[config.mk]
export PLATFORM = sky130hd
export DESIGN_NAME = round_robin_task_dispatcher_top
export DESIGN_NICKNAME = d
export VERILOG_FILES = /design/src/rtl/core/rrtd_pkg.sv /design/src/rtl/core/rrtd_ctrl.sv /design/src/rtl/core/rrtd_datapath.sv /design/src/rtl/core/round_robin_task_dispatcher_top.sv
export SDC_FILE = /design/constraint.sdc
export NUM_CORES = 1
export LEC_CHECK = 0
export BUFFER_PORTS_ARGS = -buffer_cell sky130_fd_sc_hd__buf_4
export CAP_MARGIN = 20
export CORE_MARGIN = 1
export CORE_UTILIZATION = 50
export DETAILED_ROUTE_END_ITERATION = 10
export PLACE_DENSITY = 0.69
export SKIP_CTS_REPAIR_TIMING = 1
export SLEW_MARGIN = 20
export SYNTH_ARGS = -nofsm -noshare
export SYNTH_HDL_FRONTEND = slang
export SYNTH_SLANG_ARGS = --single-unit
export TNS_END_PERCENT = 50
[constraint.sdc]
create_clock -name aclk -period 4 [get_ports aclk]
set_input_delay 0.8 -clock aclk [delete_from_list [all_inputs] [get_ports aclk]]
set_output_delay 0.8 -clock aclk [all_outputs]
set_load 0.02 [all_outputs]
[src/rtl/core/rrtd_pkg.sv]
// ----------------------------------------------------------------------------
// Round-robin task dispatcher package
// Field widths, command, kind and status codes, micro-ops and shared structs.
// ----------------------------------------------------------------------------
`default_nettype none

package rrtd_pkg;

    localparam int MAX_TASKS_DEF = 16;

    localparam int CMD_W      = 3;
    localparam int KIND_W     = 2;
    localparam int ID_W       = 4;
    localparam int STATUS_W   = 3;
    localparam int SLOT_OUT_W = 4;

    localparam logic [CMD_W-1:0] CMD_ADD      = 3'd0;
    localparam logic [CMD_W-1:0] CMD_START    = 3'd1;
    localparam logic [CMD_W-1:0] CMD_DISPATCH = 3'd2;
    localparam logic [CMD_W-1:0] CMD_FINISH   = 3'd3;
    localparam logic [CMD_W-1:0] CMD_SET_REQ  = 3'd4;
    localparam logic [CMD_W-1:0] CMD_SET_LOCK = 3'd5;
    localparam logic [CMD_W-1:0] CMD_UNLOCK   = 3'd6;

    localparam logic [KIND_W-1:0] KIND_FOREVER = 2'd0;
    localparam logic [KIND_W-1:0] KIND_ONCE    = 2'd1;
    localparam logic [KIND_W-1:0] KIND_REQUEST = 2'd2;

    localparam logic [STATUS_W-1:0] ST_OK           = 3'd0;
    localparam logic [STATUS_W-1:0] ST_OUT_OF_TASKS = 3'd1;
    localparam logic [STATUS_W-1:0] ST_NO_REQUEST   = 3'd2;
    localparam logic [STATUS_W-1:0] ST_NO_TASK      = 3'd3;
    localparam logic [STATUS_W-1:0] ST_FULL         = 3'd4;

    localparam int UOP_W = 4;

    localparam logic [UOP_W-1:0] UOP_NONE      = 4'd0;
    localparam logic [UOP_W-1:0] UOP_LOAD      = 4'd1;
    localparam logic [UOP_W-1:0] UOP_ADD_FAIL  = 4'd2;
    localparam logic [UOP_W-1:0] UOP_FAIL_OUT  = 4'd3;
    localparam logic [UOP_W-1:0] UOP_SCAN_STEP = 4'd4;
    localparam logic [UOP_W-1:0] UOP_ALLOC     = 4'd5;
    localparam logic [UOP_W-1:0] UOP_ORDER_RD  = 4'd6;
    localparam logic [UOP_W-1:0] UOP_KIND_RD   = 4'd7;
    localparam logic [UOP_W-1:0] UOP_EVAL      = 4'd8;
    localparam logic [UOP_W-1:0] UOP_SHIFT_RD  = 4'd9;
    localparam logic [UOP_W-1:0] UOP_SHIFT_WR  = 4'd10;
    localparam logic [UOP_W-1:0] UOP_DELETE    = 4'd11;
    localparam logic [UOP_W-1:0] UOP_MISC      = 4'd12;

    typedef struct packed {
        logic [UOP_W-1:0] uop;
        logic             out_load;
    } ctrl_cmd_t;

    typedef struct packed {
        logic [CMD_W-1:0] cmd;
        logic             add_ok;
        logic             cur_ok;
        logic             scan_free;
        logic             need_delete;
        logic             shift_more;
    } dp_status_t;

endpackage

`default_nettype wire

[src/rtl/core/rrtd_ctrl.sv]
// ----------------------------------------------------------------------------
// Round-robin task dispatcher controller
// Sequences one command at a time through decode, slot scan, table reads,
// entry shifting and result hand-off; drives the input and result handshakes.
// ----------------------------------------------------------------------------
`default_nettype none

module rrtd_ctrl import rrtd_pkg::*; (
    input  wire logic       aclk,
    input  wire logic       aresetn,
    input  wire logic       s_valid,
    output logic            s_ready,
    output logic            m_valid,
    input  wire logic       m_ready,
    input  wire dp_status_t stat,
    output ctrl_cmd_t       ctl
);

    localparam logic [2:0] S_IDLE     = 3'd0;
    localparam logic [2:0] S_DECODE   = 3'd1;
    localparam logic [2:0] S_SCAN     = 3'd2;
    localparam logic [2:0] S_KIND_RD  = 3'd3;
    localparam logic [2:0] S_EVAL     = 3'd4;
    localparam logic [2:0] S_SHIFT    = 3'd5;
    localparam logic [2:0] S_SHIFT_WR = 3'd6;
    localparam logic [2:0] S_DONE     = 3'd7;

    logic [2:0] state_reg;
    logic [2:0] state_next;
    logic       m_valid_reg;
    logic       m_valid_next;

    assign s_ready = (state_reg == S_IDLE);
    assign m_valid = m_valid_reg;

    always_comb begin
        state_next   = state_reg;
        ctl.uop      = UOP_NONE;
        ctl.out_load = 1'b0;
        unique case (state_reg)
            S_IDLE: begin
                if (s_valid) begin
                    ctl.uop    = UOP_LOAD;
                    state_next = S_DECODE;
                end
            end
            S_DECODE: begin
                priority if (stat.cmd == CMD_ADD) begin
                    if (stat.add_ok) begin
                        state_next = S_SCAN;
                    end else begin
                        ctl.uop    = UOP_ADD_FAIL;
                        state_next = S_DONE;
                    end
                end else if (stat.cmd == CMD_START || stat.cmd == CMD_DISPATCH ||
                             stat.cmd == CMD_FINISH) begin
                    if (stat.cur_ok) begin
                        ctl.uop    = UOP_ORDER_RD;
                        state_next = S_KIND_RD;
                    end else begin
                        ctl.uop    = UOP_FAIL_OUT;
                        state_next = S_DONE;
                    end
                end else begin
                    ctl.uop    = UOP_MISC;
                    state_next = S_DONE;
                end
            end
            S_SCAN: begin
                if (stat.scan_free) begin
                    ctl.uop    = UOP_ALLOC;
                    state_next = S_DONE;
                end else begin
                    ctl.uop = UOP_SCAN_STEP;
                end
            end
            S_KIND_RD: begin
                ctl.uop    = UOP_KIND_RD;
                state_next = S_EVAL;
            end
            S_EVAL: begin
                ctl.uop    = UOP_EVAL;
                state_next = stat.need_delete ? S_SHIFT : S_DONE;
            end
            S_SHIFT: begin
                if (stat.shift_more) begin
                    ctl.uop    = UOP_SHIFT_RD;
                    state_next = S_SHIFT_WR;
                end else begin
                    ctl.uop    = UOP_DELETE;
                    state_next = S_DONE;
                end
            end
            S_SHIFT_WR: begin
                ctl.uop    = UOP_SHIFT_WR;
                state_next = S_SHIFT;
            end
            S_DONE: begin
                if (!m_valid_reg || m_ready) begin
                    ctl.out_load = 1'b1;
                    state_next   = S_IDLE;
                end
            end
            default: state_next = S_IDLE;
        endcase
    end

    always_comb begin
        m_valid_next = m_valid_reg;
        if (ctl.out_load) begin
            m_valid_next = 1'b1;
        end else if (m_ready) begin
            m_valid_next = 1'b0;
        end
    end

    always_ff @(posedge aclk) begin
        if (!aresetn) begin
            state_reg   <= S_IDLE;
            m_valid_reg <= 1'b0;
        end else begin
            state_reg   <= state_next;
            m_valid_reg <= m_valid_next;
        end
    end

endmodule

`default_nettype wire

[src/rtl/core/rrtd_datapath.sv]
// ----------------------------------------------------------------------------
// Round-robin task dispatcher datapath
// Holds the run-order and kind memories, slot flags, count, cursor and the
// result registers; carries out one micro-op per cycle for the controller.
// ----------------------------------------------------------------------------
`default_nettype none

module rrtd_datapath import rrtd_pkg::*; #(
    parameter int MAX_TASKS = MAX_TASKS_DEF
) (
    input  wire logic                  aclk,
    input  wire logic                  aresetn,
    input  wire logic [CMD_W-1:0]      in_cmd,
    input  wire logic [KIND_W-1:0]     in_task_type,
    input  wire logic [ID_W-1:0]       in_task_id,
    input  wire ctrl_cmd_t             ctl,
    output dp_status_t                 stat,
    output logic [STATUS_W-1:0]        out_status,
    output logic [SLOT_OUT_W-1:0]      out_slot,
    output logic                       out_run
);

    localparam int SW = $clog2(MAX_TASKS);
    localparam int CW = $clog2(MAX_TASKS + 1);

    logic [CMD_W-1:0]      cmd_reg;
    logic [KIND_W-1:0]     kind_reg;
    logic [ID_W-1:0]       id_reg;

    logic [CW-1:0]         count_reg;
    logic [CW-1:0]         count_next;
    logic [SW-1:0]         cursor_reg;
    logic [SW-1:0]         cursor_next;
    logic                  hr_reg;
    logic                  hr_next;
    logic [MAX_TASKS-1:0]  used_reg;
    logic [MAX_TASKS-1:0]  used_next;
    logic [MAX_TASKS-1:0]  req_reg;
    logic [MAX_TASKS-1:0]  req_next;
    logic [MAX_TASKS-1:0]  lock_reg;
    logic [MAX_TASKS-1:0]  lock_next;

    logic [SW-1:0]         scan_reg;
    logic [SW-1:0]         shift_reg;
    logic [SW-1:0]         slot_reg;

    logic [SW-1:0]         order_mem [MAX_TASKS];
    logic [KIND_W-1:0]     kind_mem  [MAX_TASKS];
    logic [SW-1:0]         order_rdata_reg;
    logic [KIND_W-1:0]     kind_rdata_reg;

    logic [STATUS_W-1:0]   res_status_reg;
    logic [STATUS_W-1:0]   res_status_next;
    logic [SLOT_OUT_W-1:0] res_slot_reg;
    logic [SLOT_OUT_W-1:0] res_slot_next;
    logic                  res_run_reg;
    logic                  res_run_next;

    logic [STATUS_W-1:0]   out_status_reg;
    logic [SLOT_OUT_W-1:0] out_slot_reg;
    logic                  out_run_reg;

    logic [SW-1:0]         id_idx;
    logic                  id_ok;
    logic [CW-1:0]         shift_inc;
    logic [CW-1:0]         cursor_inc;
    logic [CW-1:0]         count_dec;
    logic                  order_we;
    logic [SW-1:0]         order_waddr;
    logic [SW-1:0]         order_wdata;
    logic                  order_re;
    logic [SW-1:0]         order_raddr;
    logic                  is_req_kind;

    assign id_idx      = SW'(id_reg);
    assign id_ok       = (int'(id_reg) < MAX_TASKS) && used_reg[id_idx];
    assign shift_inc   = CW'(shift_reg) + CW'(1);
    assign cursor_inc  = CW'(cursor_reg) + CW'(1);
    assign count_dec   = count_reg - CW'(1);
    assign is_req_kind = (kind_rdata_reg == KIND_REQUEST);

    assign stat.cmd         = cmd_reg;
    assign stat.add_ok      = (kind_reg <= KIND_REQUEST) && (count_reg < CW'(MAX_TASKS));
    assign stat.cur_ok      = (cmd_reg == CMD_START) ? (count_reg != '0)
                                                     : (CW'(cursor_reg) < count_reg);
    assign stat.scan_free   = !used_reg[scan_reg];
    assign stat.need_delete = (cmd_reg == CMD_FINISH) && !lock_reg[slot_reg] &&
                              (kind_rdata_reg == KIND_ONCE);
    assign stat.shift_more  = shift_inc < count_reg;

    assign order_we    = (ctl.uop == UOP_ALLOC) || (ctl.uop == UOP_SHIFT_WR);
    assign order_waddr = (ctl.uop == UOP_ALLOC) ? SW'(count_reg) : shift_reg;
    assign order_wdata = (ctl.uop == UOP_ALLOC) ? scan_reg : order_rdata_reg;
    assign order_re    = (ctl.uop == UOP_ORDER_RD) || (ctl.uop == UOP_SHIFT_RD);
    assign order_raddr = (ctl.uop == UOP_SHIFT_RD) ? SW'(shift_inc) :
                         (cmd_reg == CMD_START)    ? '0 : cursor_reg;

    always_comb begin
        count_next      = count_reg;
        cursor_next     = cursor_reg;
        hr_next         = hr_reg;
        used_next       = used_reg;
        req_next        = req_reg;
        lock_next       = lock_reg;
        res_status_next = res_status_reg;
        res_slot_next   = res_slot_reg;
        res_run_next    = res_run_reg;
        unique case (ctl.uop)
            UOP_NONE, UOP_LOAD, UOP_SCAN_STEP, UOP_KIND_RD,
            UOP_SHIFT_RD, UOP_SHIFT_WR: begin
            end
            UOP_ADD_FAIL: begin
                res_status_next = (kind_reg > KIND_REQUEST) ? ST_NO_TASK : ST_FULL;
                res_slot_next   = '0;
                res_run_next    = 1'b0;
            end
            UOP_FAIL_OUT: begin
                hr_next = 1'b0;
                if (cmd_reg == CMD_START) begin
                    cursor_next = '0;
                end
                res_status_next = ST_OUT_OF_TASKS;
                res_slot_next   = '0;
                res_run_next    = 1'b0;
            end
            UOP_ALLOC: begin
                used_next[scan_reg] = 1'b1;
                req_next[scan_reg]  = 1'b0;
                lock_next[scan_reg] = 1'b0;
                count_next          = count_reg + CW'(1);
                res_status_next     = ST_OK;
                res_slot_next       = SLOT_OUT_W'(scan_reg);
                res_run_next        = 1'b0;
            end
            UOP_ORDER_RD: begin
                if (cmd_reg == CMD_START) begin
                    cursor_next = '0;
                    hr_next     = 1'b0;
                end
            end
            UOP_EVAL: begin
                res_slot_next = SLOT_OUT_W'(slot_reg);
                priority if (cmd_reg == CMD_START) begin
                    if (kind_rdata_reg == KIND_FOREVER || kind_rdata_reg == KIND_ONCE) begin
                        res_status_next = ST_OK;
                        res_run_next    = 1'b1;
                    end else begin
                        res_status_next = ST_OUT_OF_TASKS;
                        res_slot_next   = '0;
                        res_run_next    = 1'b0;
                    end
                end else if (cmd_reg == CMD_DISPATCH) begin
                    if (is_req_kind && !req_reg[slot_reg]) begin
                        hr_next         = 1'b0;
                        res_status_next = ST_NO_REQUEST;
                        res_run_next    = 1'b0;
                    end else begin
                        hr_next         = 1'b1;
                        res_status_next = ST_OK;
                        res_run_next    = 1'b1;
                    end
                end else begin
                    if (is_req_kind && hr_reg) begin
                        req_next[slot_reg] = 1'b0;
                    end
                    hr_next         = 1'b0;
                    res_status_next = ST_OK;
                    res_run_next    = 1'b0;
                    if (!lock_reg[slot_reg] && kind_rdata_reg != KIND_ONCE) begin
                        cursor_next = (cursor_inc >= count_reg) ? '0 : SW'(cursor_inc);
                    end
                end
            end
            UOP_DELETE: begin
                count_next          = count_dec;
                used_next[slot_reg] = 1'b0;
                req_next[slot_reg]  = 1'b0;
                lock_next[slot_reg] = 1'b0;
                if (CW'(cursor_reg) >= count_dec) begin
                    cursor_next = '0;
                end
            end
            UOP_MISC: begin
                res_run_next = 1'b0;
                if (cmd_reg == CMD_SET_REQ || cmd_reg == CMD_SET_LOCK ||
                    cmd_reg == CMD_UNLOCK) begin
                    if (id_ok) begin
                        if (cmd_reg == CMD_SET_REQ) begin
                            req_next[id_idx] = 1'b1;
                        end else begin
                            lock_next[id_idx] = (cmd_reg == CMD_SET_LOCK);
                        end
                        res_status_next = ST_OK;
                        res_slot_next   = SLOT_OUT_W'(id_reg);
                    end else begin
                        res_status_next = ST_NO_TASK;
                        res_slot_next   = '0;
                    end
                end else begin
                    res_status_next = ST_OK;
                    res_slot_next   = '0;
                end
            end
            default: begin
            end
        endcase
    end

    always_ff @(posedge aclk) begin
        if (!aresetn) begin
            count_reg  <= '0;
            cursor_reg <= '0;
            hr_reg     <= 1'b0;
            used_reg   <= '0;
            req_reg    <= '0;
            lock_reg   <= '0;
        end else begin
            count_reg  <= count_next;
            cursor_reg <= cursor_next;
            hr_reg     <= hr_next;
            used_reg   <= used_next;
            req_reg    <= req_next;
            lock_reg   <= lock_next;
        end
    end

    always_ff @(posedge aclk) begin
        res_status_reg <= res_status_next;
        res_slot_reg   <= res_slot_next;
        res_run_reg    <= res_run_next;
        if (ctl.uop == UOP_LOAD) begin
            cmd_reg  <= in_cmd;
            kind_reg <= in_task_type;
            id_reg   <= in_task_id;
            scan_reg <= '0;
        end else if (ctl.uop == UOP_SCAN_STEP) begin
            scan_reg <= scan_reg + SW'(1);
        end
        if (ctl.uop == UOP_KIND_RD) begin
            slot_reg <= order_rdata_reg;
        end
        if (ctl.uop == UOP_EVAL) begin
            shift_reg <= cursor_reg;
        end else if (ctl.uop == UOP_SHIFT_WR) begin
            shift_reg <= shift_reg + SW'(1);
        end
        if (ctl.out_load) begin
            out_status_reg <= res_status_reg;
            out_slot_reg   <= res_slot_reg;
            out_run_reg    <= res_run_reg;
        end
    end

    always_ff @(posedge aclk) begin
        if (order_we) begin
            order_mem[order_waddr] <= order_wdata;
        end
        if (order_re) begin
            order_rdata_reg <= order_mem[order_raddr];
        end
    end

    always_ff @(posedge aclk) begin
        if (ctl.uop == UOP_ALLOC) begin
            kind_mem[scan_reg] <= kind_reg;
        end
        if (ctl.uop == UOP_KIND_RD) begin
            kind_rdata_reg <= kind_mem[order_rdata_reg];
        end
    end

    assign out_status = out_status_reg;
    assign out_slot   = out_slot_reg;
    assign out_run    = out_run_reg;

endmodule

`default_nettype wire

[src/rtl/core/round_robin_task_dispatcher_top.sv]
// ----------------------------------------------------------------------------
// Round-robin task dispatcher
// Command channel s_* in, one result beat m_* out for every command beat.
// Commands: add, start, dispatch, finish, set_request, set_lock, unlock.
// One command is in flight at a time; s_ready is high only while idle.
// A result waits in an output register, so the next command beat is taken
// while the receiver holds m_ready low; the following result then waits.
// Steps from an accepted beat to its result:
//   flag commands, unused code, failed commands: straight to the result
//   add: free-slot scan from slot 0 up to the lowest free slot, then allocate
//   start, dispatch, finish without delete: order then kind memory read
//   finish deleting a run-once entry: the entries after it shifted down,
//   one read and one write of the order memory per entry
// m_valid rises as the formed result is loaded into the output register.
// Reset (synchronous) clears the slot flags, task count, cursor and handshake
// state; the order and kind memories need no clearing.
// ----------------------------------------------------------------------------
`default_nettype none

module round_robin_task_dispatcher_top import rrtd_pkg::*; #(
    parameter int MAX_TASKS = MAX_TASKS_DEF
) (
    input  wire logic                  aclk,
    input  wire logic                  aresetn,
    input  wire logic                  s_valid,
    output logic                       s_ready,
    input  wire logic [CMD_W-1:0]      s_cmd,
    input  wire logic [KIND_W-1:0]     s_task_type,
    input  wire logic [ID_W-1:0]       s_task_id,
    output logic                       m_valid,
    input  wire logic                  m_ready,
    output logic [STATUS_W-1:0]        m_status,
    output logic [SLOT_OUT_W-1:0]      m_slot_out,
    output logic                       m_run_now
);

    ctrl_cmd_t  ctl;
    dp_status_t stat;

    rrtd_ctrl u_ctrl (
        .aclk    (aclk),
        .aresetn (aresetn),
        .s_valid (s_valid),
        .s_ready (s_ready),
        .m_valid (m_valid),
        .m_ready (m_ready),
        .stat    (stat),
        .ctl     (ctl)
    );

    rrtd_datapath #(
        .MAX_TASKS (MAX_TASKS)
    ) u_datapath (
        .aclk         (aclk),
        .aresetn      (aresetn),
        .in_cmd       (s_cmd),
        .in_task_type (s_task_type),
        .in_task_id   (s_task_id),
        .ctl          (ctl),
        .stat         (stat),
        .out_status   (m_status),
        .out_slot     (m_slot_out),
        .out_run      (m_run_now)
    );

endmodule

`default_nettype wire

**Yosys cells after proc, flatten, opt, wreduce, memory -nomap -nowiden**

Memory sizes are Yosys's and may differ from the RTL's. A register that Yosys moved wholly into a read port is not among the register bits.
Index checks and enable logic that the tools add are counted.

- Bits in registers: 99
- Memory bits (writable): 96
- Input port bits: 13
- Output and inout bits: 10
- Logic and storage cells: 221
- Memories kept: 2

Memory list:

| name | depth | width | rd ports | clocked after Yosys merged registers in | write ports | RTL line | source |
|---|---|---|---|---|---|---|---|
| u_datapath.order_mem | 16 | 4 | 1 | 1 | 1 | rrtd_datapath.sv:47 | `logic [SW-1:0] order_mem [MAX_TASKS];` |
| u_datapath.kind_mem | 16 | 2 | 1 | 1 | 1 | rrtd_datapath.sv:48 | `logic [KIND_W-1:0] kind_mem [MAX_TASKS];` |

- $add $sub $neg: 6
- Magnitude comparators: 13
- Eq/ne operators: 41
- Muxes and demuxes: 88
- Bitwise logic cells: 9
- Reduce and logical (&&, ||, !) cells: 42

Operator list:

| operator | count |
|---|---|
| $mux 16 | 9 |
| $and 16x16->16 | 5 |
| $mux 4 | 17 |
| $pmux 16 s4 | 1 |
| $pmux 16 s3 | 1 |
| $not 16->16 | 2 |
| $or 16x16->16 | 2 |
| $pmux 16 s2 | 1 |
| $mux 3 | 10 |
| $pmux 4 s7 | 1 |
| $mux 1 | 26 |
| $pmux 3 s8 | 1 |
| $eq 3x3->1 const B | 7 |
| $eq 4x4->1 const B | 5 |
| $bmux 1 s4 | 4 |
| $bwmux 16 | 1 |
| $eq 4x3->1 const B | 4 |
| $ne 2x1->1 const B | 8 |
| $pmux 4 s4 | 1 |
| $lt 4x5->1 const B | 3 |
| $pmux 3 s5 | 1 |
| $mux 2 | 7 |
| $demux 1 s4 | 3 |
| $eq 3x2->1 const B | 4 |
| other kinds (37) | 75 |

**Longest topological paths before layout**

- Depth in word-level cells: 10
- Gate-level depth with buffers: 14
- Depth with buffers taken out: 12

**Hierarchy**

A second synthesis with hierarchy kept.

- Cells, all modules: 993
- Area, all modules: 10754.1 sq um

Modules (own cells, without submodules):

| module | instances | cells each | area an instance (sq um) |
|---|---|---|---|
| rrtd_datapath | 1 | 944 | 10393.7 |
| rrtd_ctrl | 1 | 49 | 360.3 |

**Worst setup path after synthesis**

No wires, ideal clock.

- Kind: flip-flop to flip-flop
- From: register u_datapath.shift_reg[1]
- To: register u_datapath.order_rdata_reg[0], read port of u_datapath.order_mem, data pin
- Data arrival time: 3.292 ns
- Data required time: 3.728 ns
- Slack: 0.436 ns
- Stages on the path, launching flop included: 14
- Buffers on the path: 1
- Period minus slack after synthesis: 3.564 ns
- Path through: edfxtp_1 -> ha_1 -> xnor2_1 -> inv_1 -> ha_1 -> a21o_1 -> a31oi_1 -> o21a_1 -> nand2_2 -> mux2i_1 -> buf_2 -> mux2i_1 -> o22ai_1 -> or4_1

- Longest elaborated chain between the ends: 6

Ends and longest elaborated chain:

| what | RTL line | source |
|---|---|---|
| from (decl) | rrtd_datapath.sv:44 | `logic [SW-1:0] shift_reg;` |
| from (signal assigned) | rrtd_datapath.sv:243 | `shift_reg <= cursor_reg;` |
| from (signal assigned) | rrtd_datapath.sv:245 | `shift_reg <= shift_reg + SW'(1);` |
| $add 4x1->5 (*) | rrtd_datapath.sv:77 | `assign shift_inc = CW'(shift_reg) + CW'(1);` |
| $lt 5x5->1 | rrtd_datapath.sv:89 | `assign stat.shift_more = shift_inc < count_reg;` |
| $mux 2 | rrtd_ctrl.sv:86 | `if (stat.shift_more) begin` |
| $pmux 4 s7 | rrtd_ctrl.sv:40 | `unique case (state_reg)` |
| $eq 4x4->1 / $eq 4x3->1 (equally long branches) | rrtd_datapath.sv:94, rrtd_datapath.sv:95 |  |
| $mux 4 / $logic_or 1x1->1 (equally long branches) | rrtd_datapath.sv:95, rrtd_datapath.sv:94 |  |
| to (decl) | rrtd_datapath.sv:49 | `logic [SW-1:0] order_rdata_reg;` |

Mark *: on every way between the ends. The rest lies on a longest branch, timed or not.
A chain may end at the register's enable or synchronous reset.

**Final worst setup path**

Ends and elaborated chain as after synthesis.

==> flow_metrics.env <==
export IMPL_status="completed"
export IMPL_power_density_cell_area_nw_per_um2=599
export IMPL_synth_area_top_cells="sky130_fd_sc_hd__edfxtp_1 (39%), sky130_fd_sc_hd__dfxtp_1 (13%), sky130_fd_sc_hd__mux4_2 (5.0%)"
export IMPL_wire_length_of_the_first_global_routing_pass_mm=40.7
export IMPL_worstSetupPathType="reg2reg"
export IMPL_grt_overflow_total=0
export IMPL_floorplan_initialDensity_pct=51.0
export IMPL_floorplan_die_area_um2=21100
export IMPL_finClkSkew_ns=0.0155
export IMPL_detail_route_wl_per_cell_um=21.0
export IMPL_antenna_found_initial=0
export IMPL_crit_path_max_fanout=32
export IMPL_biggest_registers_after_layout="u_datapath.order_mem (64), u_datapath.kind_mem (32)"
export IMPL_drt_iter0_markers=908
export IMPL_cts_tree="yes"
export IMPL_max_capacitance_violation_count=0
export IMPL_fillCellCount=1739
export IMPL_critPathLaunchType="flip-flop"
export IMPL_share_of_layout_cells_above_drive_strength_1_pct=13.7
export IMPL_area_growth_syn_to_layout_pct=11.1
export IMPL_preCtsSetupSlack_ns=0.310
export IMPL_cts_clk_slew_worst_paths_ns=0.06
export IMPL_regMostFlops="u_datapath.order_mem"
export IMPL_unrepaired_setup_endpoints_after_global_routing="no"
export IMPL_via_count=7696
export IMPL_netlist_cell_type_count=67
export IMPL_core_rowCount=52
export IMPL_worstPathRequired_ns=4.25
export IMPL_synth_fp_nets=990
export IMPL_cts_max_level=1
export IMPL_clockPowerShare_pct=27.8
export IMPL_crit_buf_inv=2
export IMPL_syn_area_um2=10300
export IMPL_finalCritPeriodShare_pct=92.9
export IMPL_slew_violations=0
export IMPL_critPathMaxStageDelay_ns=0.51
export IMPL_timing_reg2reg_worst_path_depth=13
export IMPL_timing_critical_path_depth=13
export IMPL_postLayoutSetupSlackWorst_ns=0.282
export IMPL_crit_path_frequent_cell="sky130_fd_sc_hd__ha_1"
export IMPL_worst_ir_drop_vdd_mv=0.373
export IMPL_netlist_instances=951
export IMPL_slowest_stage="sky130_fd_sc_hd__or4_1"
export IMPL_synth_edff_count=135
export IMPL_synth_largest_area_cell="sky130_fd_sc_hd__edfxtp_1"
export IMPL_cts_buf_count=22
export IMPL_first_global_vias=7091
export IMPL_placeable_core_region_um2=20200
export IMPL_clk_latency_ns=0.52
export IMPL_maximum_number_of_pins_on_one_net_before_global_route_repair=52
export IMPL_yosys_warnings=0
export IMPL_place_hpwl_mm=18.5
export IMPL_reg2reg_setup_slack_ns=0.28
export IMPL_die_height_um=145
export IMPL_num_nets_final=999
export IMPL_finalSetupViolations=0
export IMPL_syn_avg_cell_area_um2=10.8
export IMPL_total_switching_power_w=0.00241
export IMPL_clockRootBuffer="sky130_fd_sc_hd__clkbuf_16"
export IMPL_swShare_pct=35.3
export IMPL_detail_route_antenna_nets=0
export IMPL_gr_usage_all_layers_pct=24.8
export IMPL_post_synth_top_area_fraction_pct=39.4
export IMPL_routed_wirelength_mm=26.2
export IMPL_critical_path_arrival_ns=3.97
export IMPL_gp_congestion=0.882
export IMPL_worst_path_dominant_cell_family="simple AND/OR/NAND/NOR gates"
export IMPL_synth_flop_cell="sky130_fd_sc_hd__edfxtp_1"
export IMPL_max_slew_margin_pct=48.2
export IMPL_die_width_um=145
export IMPL_seq_power_share_pct=42.7
export IMPL_synth_seq_cells=201
export IMPL_post_synth_arst_share_pct=0
export IMPL_cp_cell_sequence="ha_1, xnor2_1, inv_1, ha_1, a21o_1, a31oi_1, o21a_1, nand2_2, mux2i_4, buf_12, mux2i_1, o22ai_1, or4_1"
export IMPL_number_of_clock_sinks_seen_by_cts=201
export IMPL_pin_count=23
export IMPL_clock_path_buffers=3
export IMPL_min_path_cells=0
export IMPL_leakage_nw=4.00
export IMPL_final_min_clock_period_ns=3.72
export IMPL_hp_class="reg2reg"
export IMPL_port_buffer_count=22
export IMPL_hold_viol=0
export IMPL_synth_seq_area_share_pct=52.3
export IMPL_largest_register_ff_count=64
export IMPL_setup_total_negative_slack_ns=0
export IMPL_power_share_combinational_pct=29.6
export IMPL_via_per_inst=6.18
export IMPL_internal_power_w=0.00443
export IMPL_tightestPinTransition_ns=0.758
export IMPL_drt_first_pass_iters=7
export IMPL_drc=0
export IMPL_insertedDiodeCount=0
export IMPL_max_freq_ghz=0.269
export IMPL_critical_path_endpoint_type="flip-flop"
## cell type report
| class | instances | area (µm²) | area share [%] |
|---|---|---|---|
| Tap cell | 270 | 338 | 2.96 |
| Sequential cell | 201 | 5380 | 47.1 |
| Multi-Input combinational cell | 667 | 4590 | 40.2 |
| Timing Repair Buffer | 46 | 358 | 3.13 |
| Clock buffer | 34 | 636 | 5.56 |
| Inverter | 22 | 82.6 | 0.723 |
| Clock inverter | 6 | 43.8 | 0.383 |
## path summary, 6_finish.rpt
kind | start | endpoint
setup reg to reg | u_datapath.shift_reg[1] | u_datapath.order_rdata_reg[0]
hold reg to reg | u_datapath.res_slot_reg[3] | u_datapath.out_slot[3]
hold / removal | u_datapath.res_slot_reg[3] | u_datapath.out_slot[3]
setup / recovery | u_datapath.shift_reg[1] | u_datapath.order_rdata_reg[0]
## cell families after synthesis
logic type | share of synthesized area (%)
adder cells (fa/ha/maj) | 3.16
buffers and inverters | 3.32
XOR/XNOR | 1.02
multiplexers | 10.7
AO/OA/AOI/OAI | 12.5
flip-flops | 52.3
AND/OR/NAND/NOR | 17.0
## routing by layer
layer | vias up | routed length, µm | track usage (%)
met5 | - | 0 | 0
met4 | 0 | 564 | 6.21
met3 | 49 | 2100 | 4.29
met2 | 333 | 11500 | 36.7
met1 | 3714 | 12100 | 37.7
li1 | 3600 | - | -
## placed cells by master, fill, tap and decap left out, types with 8 or more instances in the layout
master / synthesis / layout
sky130_fd_sc_hd__o22ai_1: 19 / 19
sky130_fd_sc_hd__a31oi_1: 9 / 9
sky130_fd_sc_hd__o31ai_1: 10 / 10
sky130_fd_sc_hd__buf_4: 2 / 45
sky130_fd_sc_hd__a21o_1: 13 / 13
sky130_fd_sc_hd__mux2_2: 9 / 9
sky130_fd_sc_hd__nor2_1: 102 / 101
sky130_fd_sc_hd__clkbuf_16: 0 / 22
sky130_fd_sc_hd__nand3_1: 21 / 21
sky130_fd_sc_hd__edfxtp_1: 135 / 135
sky130_fd_sc_hd__nand4_1: 12 / 12
sky130_fd_sc_hd__mux4_2: 23 / 23
sky130_fd_sc_hd__a21oi_1: 77 / 77
sky130_fd_sc_hd__or2_2: 8 / 8
sky130_fd_sc_hd__clkbuf_1: 38 / 8
sky130_fd_sc_hd__dfxtp_1: 66 / 66
sky130_fd_sc_hd__nand2b_1: 16 / 16
sky130_fd_sc_hd__xnor2_1: 9 / 9
sky130_fd_sc_hd__ha_1: 26 / 26
sky130_fd_sc_hd__nand2_1: 87 / 87
sky130_fd_sc_hd__nor3_1: 41 / 39
sky130_fd_sc_hd__nor2b_1: 13 / 13
sky130_fd_sc_hd__mux2i_1: 40 / 39
sky130_fd_sc_hd__inv_1: 22 / 21
sky130_fd_sc_hd__o21ai_0: 18 / 18
sky130_fd_sc_hd__nor4_1: 13 / 13
sky130_fd_sc_hd__and3_1: 12 / 12
## power groups by stage
stage	Sequential (W)	Combinational (W)	Clock (W)
6_report	0.00292	0.00202	0.00190
5_1_grt	0.00295	0.00219	0.00201
4_1_cts	0.00291	0.00200	0.00193
3_5_place_dp	0.00295	0.00199	0
3_3_place_gp	0.00295	0.00197	0
2_1_floorplan	0.00274	0.00152	0
## metrics by stage
step | util, % | total power (W) | area, µm² | hold WS, ns | cells
final | 56.6 | 0.00685 | 11400 | 0.418 | 1246
after global routing | 56.6 | 0.00715 | 11400 | 0.424 | 1246
after CTS | 56.6 | 0.00684 | 11400 | 0.420 | 1246
after detailed placement | 53.3 | 0.00494 | 10700 | 0.406 | 1206
after global placement | 53.3 | 0.00491 | 10700 | 0.404 | 1206
after floorplan | - | 0.00426 | 10300 | 0.400 | 951
## Yosys cell counts (all sizes together), types with 2 or more instances
| cell | instances |
|---|---|
| a311oi | 4 |
| o221ai | 2 |
| nand4 | 13 |
| ha | 26 |
| a222oi | 4 |
| o21ai | 21 |
| a21oi | 78 |
| mux2i | 40 |
| clkbuf | 38 |
| nor3b | 7 |
| a211oi | 3 |
| xnor2 | 9 |
| and2 | 3 |
| nor4 | 13 |
| a2111oi | 4 |
| nand3 | 21 |
| o31ai | 10 |
| nand3b | 6 |
| o22ai | 19 |
| nor2 | 103 |
| o31a | 2 |
| o211ai | 3 |
| buf | 23 |
| or4 | 4 |
| nand2b | 16 |
| edfxtp | 135 |
| a22oi | 7 |
| mux4 | 26 |
| xor2 | 3 |
| nor2b | 13 |
| or3 | 7 |
| a31oi | 9 |
| or2 | 8 |
| dfxtp | 66 |
| inv | 22 |
| mux2 | 9 |
| a22o | 5 |
| a21o | 13 |
| nor3 | 41 |
| nand2 | 88 |
| and3 | 12 |
(Power assumes the default switching activity.)
